===== config.mk =====
export PLATFORM = sky130hd
export DESIGN_NAME = sensor_frame_deframer_xor_check
export DESIGN_NICKNAME = d
export VERILOG_FILES = /design/src/rtl/core/sfd_pkg.sv /design/src/rtl/core/sfd_dpath.sv /design/src/rtl/core/sfd_ctrl.sv /design/src/rtl/core/sensor_frame_deframer_xor_check.sv
export SDC_FILE = /design/constraint.sdc
export NUM_CORES = 1
export LEC_CHECK = 0
export BUFFER_PORTS_ARGS = -buffer_cell sky130_fd_sc_hd__buf_2
export CAP_MARGIN = 20
export CORE_ASPECT_RATIO = 1.25
export CORE_MARGIN = 8
export CORE_UTILIZATION = 45
export CTS_CLUSTER_DIAMETER = 120
export DETAILED_ROUTE_END_ITERATION = 7
export GPL_ROUTABILITY_DRIVEN = 0
export MAX_ROUTING_LAYER = met4
export PLACE_DENSITY = 0.58
export RECOVER_POWER = 50
export REMOVE_ABC_BUFFERS = 1
export SLEW_MARGIN = 20
export SYNTH_ARGS = -nofsm -noshare
export SYNTH_HDL_FRONTEND = slang
export SYNTH_SLANG_ARGS = --single-unit
export TNS_END_PERCENT = 5

===== constraint.sdc =====
create_clock -name clk -period 3.3 [get_ports clk]
set_input_delay 0.165 -clock clk [delete_from_list [all_inputs] [get_ports clk]]
set_output_delay 0.165 -clock clk [all_outputs]
set_load 0.005 [all_outputs]

===== src/rtl/core/sfd_pkg.sv =====
`timescale 1ns / 1ps
`default_nettype none

package sfd_pkg;

	// Header bytes and the check seed they leave behind (first xor second)
	localparam logic [7:0] HDR_FIRST  = 8'hA0;
	localparam logic [7:0] HDR_SECOND = 8'hA1;
	localparam logic [7:0] HDR_SEED   = HDR_FIRST ^ HDR_SECOND;

	// Result transaction layout on the master-side tdata
	localparam int IDX_W      = 4;
	localparam int WORD_W     = 64;
	localparam int CHK_W      = 8;
	localparam int OUT_DATA_W = 80;
	localparam int OUT_PAD_W  = OUT_DATA_W - IDX_W - WORD_W - 1 - CHK_W;

	// Controller states
	typedef enum logic [2:0] {
		ST_HUNT,   // looking for the first header byte
		ST_SYNC,   // expecting the second header byte
		ST_PAY,    // collecting payload bytes
		ST_CHK,    // check byte
		ST_TRL,    // trailing byte, closes the frame
		ST_RD,     // frame store read of one word
		ST_OUT,    // word presented on the output
		ST_FAIL    // check failure status presented
	} sfd_state_t;

	// Controller to datapath
	typedef struct packed {
		logic start;     // clear position, word counter, seed the check
		logic wr;        // store accepted byte and advance position
		logic pay;       // fold accepted byte into the running check
		logic chk;       // capture accepted byte as check byte
		logic rd;        // read frame store row at word counter
		logic word_inc;  // advance word counter
		logic fail_sel;  // output carries the failure status
	} sfd_cmd_t;

	// Datapath to controller
	typedef struct packed {
		logic is_hdr1;   // input byte is the first header byte
		logic is_hdr2;   // input byte is the second header byte
		logic last_pay;  // position is at the last payload byte
		logic match;     // running check equals captured check byte
		logic last_word; // word counter is at the final word
	} sfd_sts_t;

endpackage

`default_nettype wire


===== src/rtl/core/sfd_dpath.sv =====
`timescale 1ns / 1ps
`default_nettype none

module sfd_dpath
	import sfd_pkg::*;
#(
	parameter int PAYLOAD_BYTES = 72
) (
	input  wire logic                  clk,
	input  wire logic                  arst_n,
	input  wire logic [7:0]            rx_byte,
	input  wire sfd_cmd_t              cmd,
	output sfd_sts_t                   sts,
	output logic [OUT_DATA_W-1:0]      out_data
);

	localparam int FRAME_BYTES = PAYLOAD_BYTES + 2;
	localparam int FRAME_WORDS = (FRAME_BYTES + 7) / 8;
	localparam int ROW_W       = (FRAME_WORDS > 1) ? $clog2(FRAME_WORDS) : 1;
	localparam int TAIL        = FRAME_BYTES % 8;

	localparam logic [ROW_W-1:0] LP_ROW    = ROW_W'((PAYLOAD_BYTES - 1) / 8);
	localparam logic [2:0]       LP_LANE   = 3'((PAYLOAD_BYTES - 1) % 8);
	localparam logic [ROW_W-1:0] LAST_WORD = ROW_W'(FRAME_WORDS - 1);
	localparam logic [WORD_W-1:0] LAST_MASK =
		(TAIL == 0) ? {WORD_W{1'b1}} : ((64'd1 << (8 * TAIL)) - 64'd1);

	logic [WORD_W-1:0] mem_q [FRAME_WORDS];
	logic [WORD_W-1:0] rd_data_q;
	logic [ROW_W-1:0]  row_q;
	logic [2:0]        lane_q;
	logic [ROW_W-1:0]  word_q;
	logic [CHK_W-1:0]  run_chk_q;
	logic [CHK_W-1:0]  chk_byte_q;
	logic [WORD_W-1:0] word_masked;

	// Write position: row of the frame store and byte lane within it
	always_ff @(posedge clk or negedge arst_n) begin
		if (!arst_n) begin
			row_q  <= '0;
			lane_q <= '0;
		end else if (cmd.start) begin
			row_q  <= '0;
			lane_q <= '0;
		end else if (cmd.wr) begin
			lane_q <= lane_q + 3'd1;
			if (lane_q == 3'd7) begin
				row_q <= row_q + 1'b1;
			end
		end
	end

	// Output word counter
	always_ff @(posedge clk or negedge arst_n) begin
		if (!arst_n) begin
			word_q <= '0;
		end else if (cmd.start) begin
			word_q <= '0;
		end else if (cmd.word_inc) begin
			word_q <= word_q + 1'b1;
		end
	end

	// Running xor over header and payload
	always_ff @(posedge clk or negedge arst_n) begin
		if (!arst_n) begin
			run_chk_q <= '0;
		end else if (cmd.start) begin
			run_chk_q <= HDR_SEED;
		end else if (cmd.pay) begin
			run_chk_q <= run_chk_q ^ rx_byte;
		end
	end

	// Check byte capture
	always_ff @(posedge clk) begin
		if (cmd.chk) begin
			chk_byte_q <= rx_byte;
		end
	end

	// Frame store: byte-lane write, registered word read
	always_ff @(posedge clk) begin
		if (cmd.wr) begin
			mem_q[row_q][8*lane_q +: 8] <= rx_byte;
		end
	end

	always_ff @(posedge clk) begin
		if (cmd.rd) begin
			rd_data_q <= mem_q[word_q];
		end
	end

	// Status
	assign sts.is_hdr1   = (rx_byte == HDR_FIRST);
	assign sts.is_hdr2   = (rx_byte == HDR_SECOND);
	assign sts.last_pay  = (row_q == LP_ROW) && (lane_q == LP_LANE);
	assign sts.match     = (run_chk_q == chk_byte_q);
	assign sts.last_word = (word_q == LAST_WORD);

	// Bytes past the frame end read as zero
	assign word_masked = (word_q == LAST_WORD) ? (rd_data_q & LAST_MASK) : rd_data_q;

	// Result packing: index, word, ok, check, zero pad
	always_comb begin
		if (cmd.fail_sel) begin
			out_data = {{OUT_PAD_W{1'b0}}, run_chk_q, 1'b0, {WORD_W{1'b0}}, {IDX_W{1'b0}}};
		end else begin
			out_data = {{OUT_PAD_W{1'b0}}, run_chk_q, 1'b1, word_masked, IDX_W'(word_q)};
		end
	end

endmodule

`default_nettype wire


===== src/rtl/core/sfd_ctrl.sv =====
`timescale 1ns / 1ps
`default_nettype none

module sfd_ctrl
	import sfd_pkg::*;
(
	input  wire logic     clk,
	input  wire logic     arst_n,
	input  wire logic     in_valid,
	output logic          in_ready,
	output logic          out_valid,
	output logic          out_last,
	input  wire logic     out_ready,
	input  wire sfd_sts_t sts,
	output sfd_cmd_t      cmd
);

	sfd_state_t state_q;
	sfd_state_t state_d;

	always_ff @(posedge clk or negedge arst_n) begin
		if (!arst_n) begin
			state_q <= ST_HUNT;
		end else begin
			state_q <= state_d;
		end
	end

	// Next state and commands; ready/valid depend on state only, so an
	// accepted transaction is in_valid (or out_ready) in a state that opens that side
	always_comb begin
		state_d   = state_q;
		cmd       = '0;
		in_ready  = 1'b0;
		out_valid = 1'b0;
		out_last  = 1'b0;
		unique case (state_q)
			ST_HUNT: begin
				in_ready = 1'b1;
				if (in_valid && sts.is_hdr1) begin
					state_d = ST_SYNC;
				end
			end
			ST_SYNC: begin
				in_ready = 1'b1;
				if (in_valid) begin
					if (sts.is_hdr2) begin
						cmd.start = 1'b1;
						state_d   = ST_PAY;
					end else begin
						state_d = ST_HUNT;
					end
				end
			end
			ST_PAY: begin
				in_ready = 1'b1;
				if (in_valid) begin
					cmd.wr  = 1'b1;
					cmd.pay = 1'b1;
					if (sts.last_pay) begin
						state_d = ST_CHK;
					end
				end
			end
			ST_CHK: begin
				in_ready = 1'b1;
				if (in_valid) begin
					cmd.wr  = 1'b1;
					cmd.chk = 1'b1;
					state_d = ST_TRL;
				end
			end
			ST_TRL: begin
				in_ready = 1'b1;
				if (in_valid) begin
					cmd.wr  = 1'b1;
					state_d = sts.match ? ST_RD : ST_FAIL;
				end
			end
			ST_RD: begin
				cmd.rd  = 1'b1;
				state_d = ST_OUT;
			end
			ST_OUT: begin
				out_valid = 1'b1;
				out_last  = sts.last_word;
				if (out_ready) begin
					if (sts.last_word) begin
						state_d = ST_HUNT;
					end else begin
						cmd.word_inc = 1'b1;
						state_d      = ST_RD;
					end
				end
			end
			ST_FAIL: begin
				out_valid    = 1'b1;
				out_last     = 1'b1;
				cmd.fail_sel = 1'b1;
				if (out_ready) begin
					state_d = ST_HUNT;
				end
			end
			default: begin
				state_d = ST_HUNT;
			end
		endcase
	end

endmodule

`default_nettype wire


===== src/rtl/core/sensor_frame_deframer_xor_check.sv =====
// Channel  Dir  Handshake          Content
// s_*      in   s_tvalid/s_tready  tdata[7:0] rx_byte
// m_*      out  m_tvalid/m_tready  tdata word_index, frame_word, check_ok,
//                                  computed_check; tlast last
//
// Each received byte is taken in one cycle while the deframer is collecting.
// A passing frame yields ceil((PAYLOAD_BYTES+2)/8) words, each first read from
// the frame store and then presented, and the next word is read once it is taken.
// A failing frame yields one status transaction. While results are pending
// s_tready is low; m_tready low holds the current transaction in place.
// Reset is asynchronous; the frame store needs no clearing pass.
`timescale 1ns / 1ps
`default_nettype none

module sensor_frame_deframer_xor_check
	import sfd_pkg::*;
#(
	parameter int PAYLOAD_BYTES = 72
) (
	input  wire logic                  clk,
	input  wire logic                  arst_n,
	input  wire logic                  s_tvalid,
	output logic                       s_tready,
	input  wire logic [7:0]            s_tdata,  // [7:0] rx_byte
	output logic                       m_tvalid,
	input  wire logic                  m_tready,
	// [3:0] word_index, [67:4] frame_word, [68] check_ok,
	// [76:69] computed_check, [79:77] zero
	output logic [OUT_DATA_W-1:0]      m_tdata,
	output logic                       m_tlast
);

	localparam int FRAME_WORDS = (PAYLOAD_BYTES + 2 + 7) / 8;
	localparam logic [IDX_W-1:0] LAST_IDX = IDX_W'(FRAME_WORDS - 1);

	sfd_cmd_t cmd;
	sfd_sts_t sts;

	sfd_ctrl u_ctrl (
		.clk       (clk),
		.arst_n    (arst_n),
		.in_valid  (s_tvalid),
		.in_ready  (s_tready),
		.out_valid (m_tvalid),
		.out_last  (m_tlast),
		.out_ready (m_tready),
		.sts       (sts),
		.cmd       (cmd)
	);

	sfd_dpath #(
		.PAYLOAD_BYTES (PAYLOAD_BYTES)
	) u_dpath (
		.clk      (clk),
		.arst_n   (arst_n),
		.rx_byte  (s_tdata),
		.cmd      (cmd),
		.sts      (sts),
		.out_data (m_tdata)
	);

	// Input and output never open together
	a_one_side: assert property (@(posedge clk) disable iff (!arst_n)
		!(s_tready && m_tvalid))
		else $error("input accepted while a result is pending");

	// A passing frame ends on its final word
	a_pass_last: assert property (@(posedge clk) disable iff (!arst_n)
		(m_tvalid && m_tlast && m_tdata[68]) |-> (m_tdata[3:0] == LAST_IDX))
		else $error("last word of passing frame has wrong index");

	// Failure status is a single zeroed, last-marked transaction
	a_fail_form: assert property (@(posedge clk) disable iff (!arst_n)
		(m_tvalid && !m_tdata[68]) |-> (m_tlast && m_tdata[67:0] == 68'd0))
		else $error("malformed failure status");

	// After the final transaction the deframer hunts again
	a_back_hunt: assert property (@(posedge clk) disable iff (!arst_n)
		(m_tvalid && m_tready && m_tlast) |=> (s_tready && !m_tvalid))
		else $error("not back to hunting after frame end");

endmodule

`default_nettype wire

==> metrics.txt, run 1 <==
setup repair bufs after CTS=0; slowest stage delay, CP=650 ps; largest net degree at the start of global routing=132; fraction of registers with async set/reset=3.00%; Post-Syn Area=0.0292 mm^2; Clk Latency, worst-skew pair=610 ps; Die Wd=244 um; worst path bufs/invs=1; Worst slew margin=-14.1%; DRT Wirelength=66500 um; area leader, netlist=edfxtp_1; CTS Buf Count=71; Critical-path top delay cell=nor2_1; # IOs=95; final total power=17800 uW; top post-synthesis cells by area=edfxtp_1 (73%), mux4_2 (9.9%), mux2i_1 (2.3%), and2_1 (2.0%), dfrtp_1 (1.9%); worst-path maximum fanout=10; f_max=326 MHz; EDFF count, synth=712; Yosys Warn Count=0; Chip Height=301 um; Die ar.=0.0734 mm^2; PD cells=536 mW/mm^2; first-pass GRT wire length=99600 um; unrepaired setup endpoints after global routing=false; CTS H-tree depth=3; Starting Density=45.4%; top-count cell post-synth=edfxtp_1; Yosys reg bits=734; vias per std cell=5.53; Final setup viols=0; crit path DAT=3310 ps; Tot GR Track Use=18.6%; nature of the critical path endpoint=flip-flop; hold slack=123 ps; Avg Inst Size Synth=18.4 um^2; worst slew pin tran=1710 ps; hpwl dp=42000 um; register area share after synthesis=75.1%; Syn Inst Count=1591; run status=complete, but fails checks; P_leak=0.00898 uW; failing checks=max-capacitance violations, max-slew violations; root buf cell=clkbuf_16; Area growth syn-to-layout=14.0%; max-slew violations=25; Final Hold Viols=0; Crit path required time=3540 ps; Crit path max-delay family=simple AND/OR/NAND/NOR gates; initial antenna violation count=1; Synth top area share=73.2%; DR iter-0 viols=1144; cell mode on critical path=ha_1; post_cts resized=0; detailed-route via count=14838; CTS tree=built; router iterations before antenna repair=6; # rows=104; fraction of layout cells with a size suffix above 1=20.7%; Worst Skew=18.5 ps; Final Cycle Share=92.9%; minimum clock period=3060 ps; final net count=1805; post-route ant nets=0; ordered cell list for the critical path=inv_1, ha_1, ha_1, nand3b_1, nand2b_1, nor2_1; crit path kind=flip-flop to flip-flop; maxcap violations=1; number of global-route vias before repair=15430; peak supply drop=0.311 mV; I/O Buffers=91; clock tree buffer depth=3; HP Class=input pin to flip-flop; ys flop type=edfxtp_1; DRC viols=0; gr ovfl total=0; Final Non-Filler Cells=2684; Synth cell types=52; clk slew on worst S/H paths=70 ps; Sinks on Clock Net=734; CP Launch Type=flip-flop; Placed Cells=2548; top cells by count, synth=edfxtp_1 (712), nor2_1 (129), mux4_2 (128), and2_1 (94), a21oi_1 (76); Post-CTS Hold Fix Bufs=10; drt wl/cell=24.8 um; core outline area=0.0643 mm^2
routing by layer:
layer,wire length [um],vias up,share of wire (%),GRT usage [%]
met1,27700,7660,42,23.5
li1,-,6629,-,-
met2,33300,436,50,30.7
met3,3540,113,5.3,3.07
met4,1990,0,3.0,6.26
met5,0,-,0,-
state kept, by name (all words and copies together) (netlist names):
register,flops
u_dpath.mem_q,640
u_dpath.rd_data_q,64
u_dpath.chk_byte_q,8
u_dpath.run_chk_q,8
u_dpath.row_q,4
u_dpath.word_q,4
u_ctrl.state_q,3
u_dpath.lane_q,3
final cells by class:
type | instances | area (um^2)
tap | 848 | 1060
multi-input combinational | 752 | 6800
inverter | 11 | 41.3
clock inverter | 34 | 289
clock buffer | 89 | 1870
timing repair buffer | 213 | 1280
antenna | 3 | 7.51
fill | 5210 | 31000
sequential | 734 | 21900
logic make-up (layout without fill, tap and decap cells):
kind of cell	after synthesis	count (layout)	synth area share, %
xor+xnor	13	13	0.390
flops	734	734	75.1
fa+ha+maj	10	10	0.428
compound gates	172	172	3.77
mux	194	194	12.1
other cells	1	6	0.0128
simple gates	360	360	6.55
buf+inv	107	347	1.62
per-stage QoR:
step,setup TNS (ps),cell area (um^2),setup WS (ps),utilization (%)
after floorplan,-620670,28800,-5220,-
after global placement,0,31300,428,48.6
after detailed placement,0,31300,258,48.6
after CTS,0,33500,246,52.1
after global routing,0,33300,28.8,51.8
final,0,33300,235,51.8
worst reg2reg max path, cell delays in order (launching register included):
cell	delay [ps]
dfrtp_1	480
inv_1	80
ha_1	220
ha_1	400
nand3b_1	390
nand2b_1	470
nor2_1	650
where the power goes:
part / internal, uW / leakage [uW] / total (uW) / switching, uW
Sequential: 10100 / 0.00559 / 10100 / 0.0470
Clock: 4270 / 0.00104 / 7680 / 3420
Combinational: 15.9 / 0.00235 / 75.4 / 59.5
Total: 14400 / 0.00898 / 17800 / 3470
worst paths after layout:
path	cells after the start	from	slack, ps	end
hold reg to reg	1	u_dpath.run_chk_q[7]	540	u_dpath.run_chk_q[7]
setup / recovery	6	u_dpath.lane_q[0]	240	u_dpath.mem_q[6][44]
max in group asynchronous	2	arst_n	1890	u_dpath.word_q[3]
min in group asynchronous	2	arst_n	470	u_dpath.word_q[1]
hold / removal	5	m_tready	120	u_dpath.word_q[1]
setup reg to reg	6	u_dpath.lane_q[0]	240	u_dpath.mem_q[6][44]
cells in the final DEF (no fill, tap or decap), types with 4 or more instances in the layout:
master and count:
clkbuf_16 72, o21a_1 4, a31oi_1 7, dlygate4sd3_1 10
nor2_1 129, nor2b_1 69, buf_2 72, clkbuf_4 4
xnor2_1 13, clkinv_2 5, a21oi_1 75, dfrtp_1 19
clkinv_1 17, ha_1 10, a211oi_1 65, nand2_1 27
a21o_2 5, buf_4 70, mux4_2 128, and2_0 15
and2_1 82, clkbuf_1 70, o21ai_0 4, inv_1 11
mux2i_1 66, nand3b_1 5, nand3_1 5, edfxtp_1 712
No activity file was read; power rests on OpenSTA's default activity.
==> inputs of run 2 (changes only) <==
--- a/config.mk
+++ b/config.mk
@@ -20,5 +20,6 @@
 export SLEW_MARGIN = 20
 export SYNTH_ARGS = -nofsm -noshare
 export SYNTH_HDL_FRONTEND = slang
+export SYNTH_HIERARCHICAL = 1
 export SYNTH_SLANG_ARGS = --single-unit
 export TNS_END_PERCENT = 5
==> run 2 against run 1 <==
The flow still finishes with violations (max-capacitance violations, max-slew violations); sequential power is 17% higher; final cell count is 8.0% higher; fmax is 1.6% lower; hold slack worse by 70 ps; via count is 7.3% higher; count of clock-buffer cells in the layout stayed put; area after synthesis is 2.8% higher; global-route usage is 1.0 points higher; total power is 61% higher; first-iteration DRC count is 1.3% higher; critical path type unchanged; critical endpoint is now u_dpath/mem_q[9][1].
==> metrics.txt, run 2 <==
final total power=28700 uW (+61%); hpwl dp=47100 um (+12%); failing checks=max-capacitance violations, max-slew violations; gr ovfl total=0 (unchanged); Post-CTS Hold Fix Bufs=8 (-2); Clk Latency, worst-skew pair=610 ps (about the same); DRC viols=0 (unchanged); nature of the critical path endpoint=flip-flop; Final Non-Filler Cells=2899 (+8.0%); P_leak=0.0119 uW (+32%); register area share after synthesis=73.0% (-2.1 points); CP Launch Type=flip-flop; vias per std cell=5.49 (-0.62%); Sinks on Clock Net=734 (unchanged); Chip Height=305 um (+1.3%); area of the multi-input gates=0.00742 mm^2 (+9.1%); area leader, netlist=edfxtp_1; largest net degree at the start of global routing=131 (-0.76%); top flop regs=u_dpath/mem_q x640, u_dpath/rd_data_q x64; # rows=106 (+1.9%); Tot GR Track Use=19.7% (+1.0 points); detailed-route via count=15927 (+7.3%); Die Wd=247 um (+1.3%); crit path DAT=3390 ps (+80 ps); Synth cell types=60 (+15%); unrepaired setup endpoints after global routing=false; CTS H-tree depth=3 (unchanged); fraction of layout cells with a size suffix above 1=20.7% (-0.052 points); post-layout util=51.3% (-0.44 points); worst reg2reg path startpoint=u_dpath/lane_q[1]; Reg area=0.0219 mm^2 (about the same); Placed Cells=2757 (+8.2%); Fill cells=5422 (+4.1%); maxcap violations=1 (unchanged); most frequent cells in the layout=edfxtp_1 (712), mux2_2 (138), mux2i_1 (131); max FFs per register=640 (unchanged); Worst Skew=18.8 ps (+0.244 ps); hold slack=52.7 ps (-69.9 ps); Crit path required time=3580 ps (+40 ps); most common library cell in the layout ignoring fill and taps=edfxtp_1; router iterations before antenna repair=5 (-1); number of global-route vias before repair=16286 (+5.5%); top-count cell post-synth=edfxtp_1; final net count=1997 (+11%); HP Class=input pin to flip-flop; post-route ant nets=0 (unchanged); setup repair bufs after CTS=0 (unchanged); Yosys reg bits=734 (unchanged); Final Cycle Share=94.4% (+1.5 points); core outline area=0.0664 mm^2 (+3.4%); Syn Inst Count=1795 (+13%); DRT Wirelength=72300 um (+8.6%); peak supply drop=0.465 mV (+49%); Final Hold Viols=0 (unchanged); Synth top area share=71.2% (-2.0 points); Largest Register=u_dpath/mem_q; Crit. Startpoint=u_dpath/lane_q[1]; Final setup viols=0 (unchanged); # IOs=95 (unchanged); HP Start=s_tvalid; I/O Buffers=91 (unchanged); initial antenna violation count=7 (+6); max-slew violations=36 (+44%); EDFF count, synth=712 (unchanged); first-pass GRT wire length=107000 um (+7.1%); root buf cell=clkbuf_16; worst slew pin tran=1540 ps (-176 ps); top cells by count, synth=edfxtp_1 (712), mux2_2 (140), mux2i_1 (131), nor2_1 (117), nand2_1 (93); clk slew on worst S/H paths=60 ps (about the same); worst-path maximum fanout=14 (+4); Avg Inst Size Synth=16.7 um^2 (-8.9%); crit path kind=flip-flop to flip-flop; fraction of registers with async set/reset=3.00% (unchanged); top post-synthesis cells by area=edfxtp_1 (71%), mux2_2 (5.3%), mux2i_1 (4.4%), mux2_1 (2.0%), a22o_1 (1.9%); CTS Buf Count=72 (+1.4%); PD cells=841 mW/mm^2 (+57%); run status=complete, but fails checks; Post-Syn Area=0.0300 mm^2 (+2.8%); DR iter-0 viols=1159 (+1.3%); ys flop type=edfxtp_1; CTS tree=built; f_max=321 MHz (-1.6%); Worst slew margin=-2.62% (+12 points); post_cts resized=0 (unchanged); Area growth syn-to-layout=13.6%; clock tree buffer depth=3 (unchanged); Setup TNS Final=0 ps (unchanged); Die ar.=0.0753 mm^2 (+2.6%); Yosys Warn Count=6 (+6); minimum clock period=3120 ps (+50.4 ps); Starting Density=45.2% (-0.24 points); drt wl/cell=24.9 um (+0.58%)
-- run 2: cell families after synthesis --
| kind of cell | after synthesis | share of synthesized area [%] |
|---|---|---|
| other | 1 | 0.0125 |
| buffers and inverters | 114 | 2.01 |
| adder cells (fa/ha/maj) | 10 | 0.417 |
| multiplexers | 323 | 11.6 |
| XOR/XNOR | 21 | 0.613 |
| AND/OR/NAND/NOR | 381 | 6.43 |
| flip-flops | 734 | 73.0 |
| AO/OA/AOI/OAI | 211 | 5.91 |
-- run 2: final cells by class --
type / instances / share of cell area, %
Sequential cell: 734 / 64.3
Multi-Input combinational cell: 949 / 21.7
Clock buffer: 89 / 5.78
Timing Repair Buffer: 210 / 3.67
Inverter: 8 / 0.0880
Tap cell: 864 / 3.17
Antenna cell: 4 / 0.0293
Clock inverter: 41 / 1.21
-- run 2: through the flow --
step | instance area [um^2] | setup WS (ps)
detailed placement | 32000 | 257
finish | 34100 | 185
global route | 34100 | 20.0
CTS | 34500 | 226
global placement | 32000 | 421
floorplan | 29500 | -6540
-- run 2: worst paths after layout --
check,end,depth (start not counted),slack [ps]
max,u_dpath/mem_q[9][1],9,180
min,u_ctrl/state_q[0],4,50
min in group asynchronous,u_ctrl/state_q[2],2,440
max reg2reg,u_dpath/mem_q[9][1],9,180
max in group asynchronous,u_dpath/word_q[3],2,1890
min reg2reg,u_dpath/run_chk_q[6],2,590
-- run 2: worst max-delay path: stages (launching register included) --
cell	delay, ps
dfrtp_1	470
inv_1	70
ha_1	190
ha_1	290
buf_4	190
nor2_1	180
clkbuf_1	520
nand3_2	390
nor2_1	170
clkbuf_2	300
-- run 2: routing by layer --
metal / GRT usage (%) / vias to the layer above / wire length, um
met1: 24.5 / 8158 / 29900
met3: 3.03 / 100 / 3630
li1: - / 7271 / -
met2: 32.6 / 398 / 36800
met5: - / - / 0
met4: 6.77 / 0 / 1930
-- run 2: power breakdown --
part           internal, uW  leakage, uW  switching [uW]
clock                  4880      0.00116            3370
combinational          3250      0.00380            5400
sequential            11400      0.00691             387
total                 19500       0.0119            9160
==> inputs of run 3 (changes only) <==
==> constraint.sdc (replaced) <==
create_clock -name clk -period 4 [get_ports clk]
set_input_delay 0.2 -clock clk [delete_from_list [all_inputs] [get_ports clk]]
set_output_delay 0.2 -clock clk [all_outputs]
set_load 0.005 [all_outputs]
==> run 3 against run 2 <==
The run still ends with max-capacitance violations, max-slew violations left; combinational power is 20% lower; sequential share of layout area is 0.85 points higher; sequential power is 18% lower; non-clock buffer count is 32 lower; hold slack better by 98 ps; total power is 20% lower; wire length is 1.1% higher; fmax is 8.6% lower; clock power is 22% lower; critical path type unchanged; largest cell class unchanged; largest power group unchanged.
==> metrics.txt, run 3 (synthesis gave the netlist of run 2 again) <==
drt wl/cell=25.5 um (+2.3%); initial antenna violation count=4 (-3); fraction of layout cells with a size suffix above 1=19.1% (-1.6 points); most common library cell in the layout ignoring fill and taps=edfxtp_1; Hold Path Depth=4 (unchanged); DR iter-0 viols=1285 (+11%); most frequent cells in the layout=edfxtp_1 (712), mux2_2 (140), mux2i_1 (131); # IOs=95 (unchanged); Starting Density=45.2% (unchanged); P_leak=0.0116 uW (-2.0%); clk slew on worst S/H paths=60 ps (about the same); unrepaired setup endpoints after global routing=false; Fill cells=5453 (+0.57%); Largest Register=u_dpath/mem_q; Reg2Reg Setup Slack=590 ps (+410 ps); area of the multi-input gates=0.00740 mm^2 (-0.20%); first-pass GRT wire length=108000 um (+0.82%); CP Launch Type=flip-flop; peak supply drop=0.678 mV (+46%); Worst slew margin=-18.7% (-16 points); post-route ant nets=0 (unchanged); detailed-route via count=15973 (+0.29%); HP Class=input pin to flip-flop; worst reg2reg path startpoint=u_dpath/word_q[0]; PD cells=685 mW/mm^2 (-19%); Placed Cells=2728 (-1.1%); Setup TNS Final=0 ps (unchanged); maxcap violations=2 (+1); DP Worst Slack=732 ps (+475 ps); run status=complete, but fails checks; Crit path required time=4420 ps (+840 ps); fin worst setup slack=592 ps (+407 ps); max FFs per register=640 (unchanged); Hold Path End=u_ctrl/state_q[0]; R2R depth=5 (-4); clock tree buffer depth=3 (unchanged); failing checks=max-capacitance violations, max-slew violations; worst slew pin tran=1780 ps (+245 ps); Area growth syn-to-layout=12.1%; CTS H-tree depth=3 (unchanged); Final setup viols=0 (unchanged); top flop regs=u_dpath/mem_q x640, u_dpath/rd_data_q x64; worst-path maximum fanout=116 (+102); largest net degree at the start of global routing=179 (+37%); max-slew violations=167 (+360%); Clk Latency, worst-skew pair=610 ps (about the same); Worst Skew=24.0 ps (+5.22 ps); minimum clock period=3410 ps (+293 ps); post_cts resized=0 (unchanged); DRT Wirelength=73000 um (+1.1%); Chip Height=305 um (unchanged); vias per std cell=5.58 (+1.5%); Die Wd=247 um (unchanged); HP Start=s_tvalid; final net count=1965 (-1.6%); Reg area=0.0219 mm^2 (about the same); Final Non-Filler Cells=2865 (-1.2%); # rows=106 (unchanged); I/O Buffers=91 (unchanged); gr ovfl total=0 (unchanged); number of global-route vias before repair=16427 (+0.87%); hpwl dp=43800 um (-7.0%); nature of the critical path endpoint=flip-flop; Tot GR Track Use=19.8% (+0.10 points); FF-to-FF End=u_dpath/rd_data_q[39]; router iterations before antenna repair=6 (+1); Final Hold Viols=0 (unchanged); final total power=23100 uW (-20%); crit path kind=flip-flop to flip-flop; DRC viols=0 (unchanged); CTS Buf Count=72 (unchanged); hold slack=150 ps (+97.7 ps); Final Cycle Share=85.2% (-9.2 points); core outline area=0.0664 mm^2 (unchanged); f_max=293 MHz (-8.6%); CTS tree=built; root buf cell=clkbuf_16; crit path DAT=3830 ps (+440 ps); setup repair bufs after CTS=0 (unchanged); Die ar.=0.0753 mm^2 (unchanged); Sinks on Clock Net=734 (unchanged)
==> run 3: layout make-up <==
class	count	share of cell area, %
Multi-Input combinational cell	949	22.0
Clock inverter	29	0.639
Tap cell	864	3.21
Inverter	8	0.0892
Clock buffer	100	5.91
Timing Repair Buffer	178	2.98
Sequential cell	734	65.2
Antenna cell	3	0.0223
==> run 3: power by group <==
part           switching [uW]  internal, uW  leakage, uW
sequential                309          9390      0.00691
combinational            4330          2590      0.00364
clock                    2770          3670      0.00108
total                    7410         15700       0.0116
==> run 3: worst max path at each step <==
stage	from	endpoint	slack [ps]	cells after the start
global route	u_dpath/word_q[0]	u_dpath/rd_data_q[23]	360	5
global placement	u_dpath/lane_q[1]	u_dpath/mem_q[8][32]	850	6
floorplan	u_dpath/word_q[0]	m_tdata[20]	-5880	4
detailed placement	u_dpath/lane_q[1]	u_dpath/mem_q[9][34]	730	6
CTS	u_ctrl/state_q[2]	m_tdata[39]	600	5
finish	u_dpath/word_q[0]	u_dpath/rd_data_q[39]	590	5
==> run 3: metrics by stage <==
step | util (%) | instance area [um^2]
6_report | 50.7 | 33700
5_1_grt | 50.7 | 33700
4_1_cts | 51.1 | 33900
3_5_place_dp | 47.7 | 31700
3_3_place_gp | 47.7 | 31700
2_1_floorplan | - | 29500
==> run 3: routing by layer <==
metal  up-vias  track usage (%)  share of wire (%)
met3       134             3.06                5.0
met4         0             6.90                3.0
met1      8181             25.0                 42
li1       7224                -                  -
met2       434             32.2                 50
met5         -                -                  0
==> run 3: what timing repair did <==
| item | 4_1_cts | 5_1_grt |
|---|---|---|
| hold endpoints to repair | 25 | 0 |
| setup endpoints to repair | 0 | 0 |
| hold buffers | 4 | 0 |
==> run 3: critical path: stages (launching register included) <==
cell and delay (ps):
dfrtp_4 450, buf_12 340, buf_4 1320, mux2i_1 360
a22o_1 370, o31ai_1 250
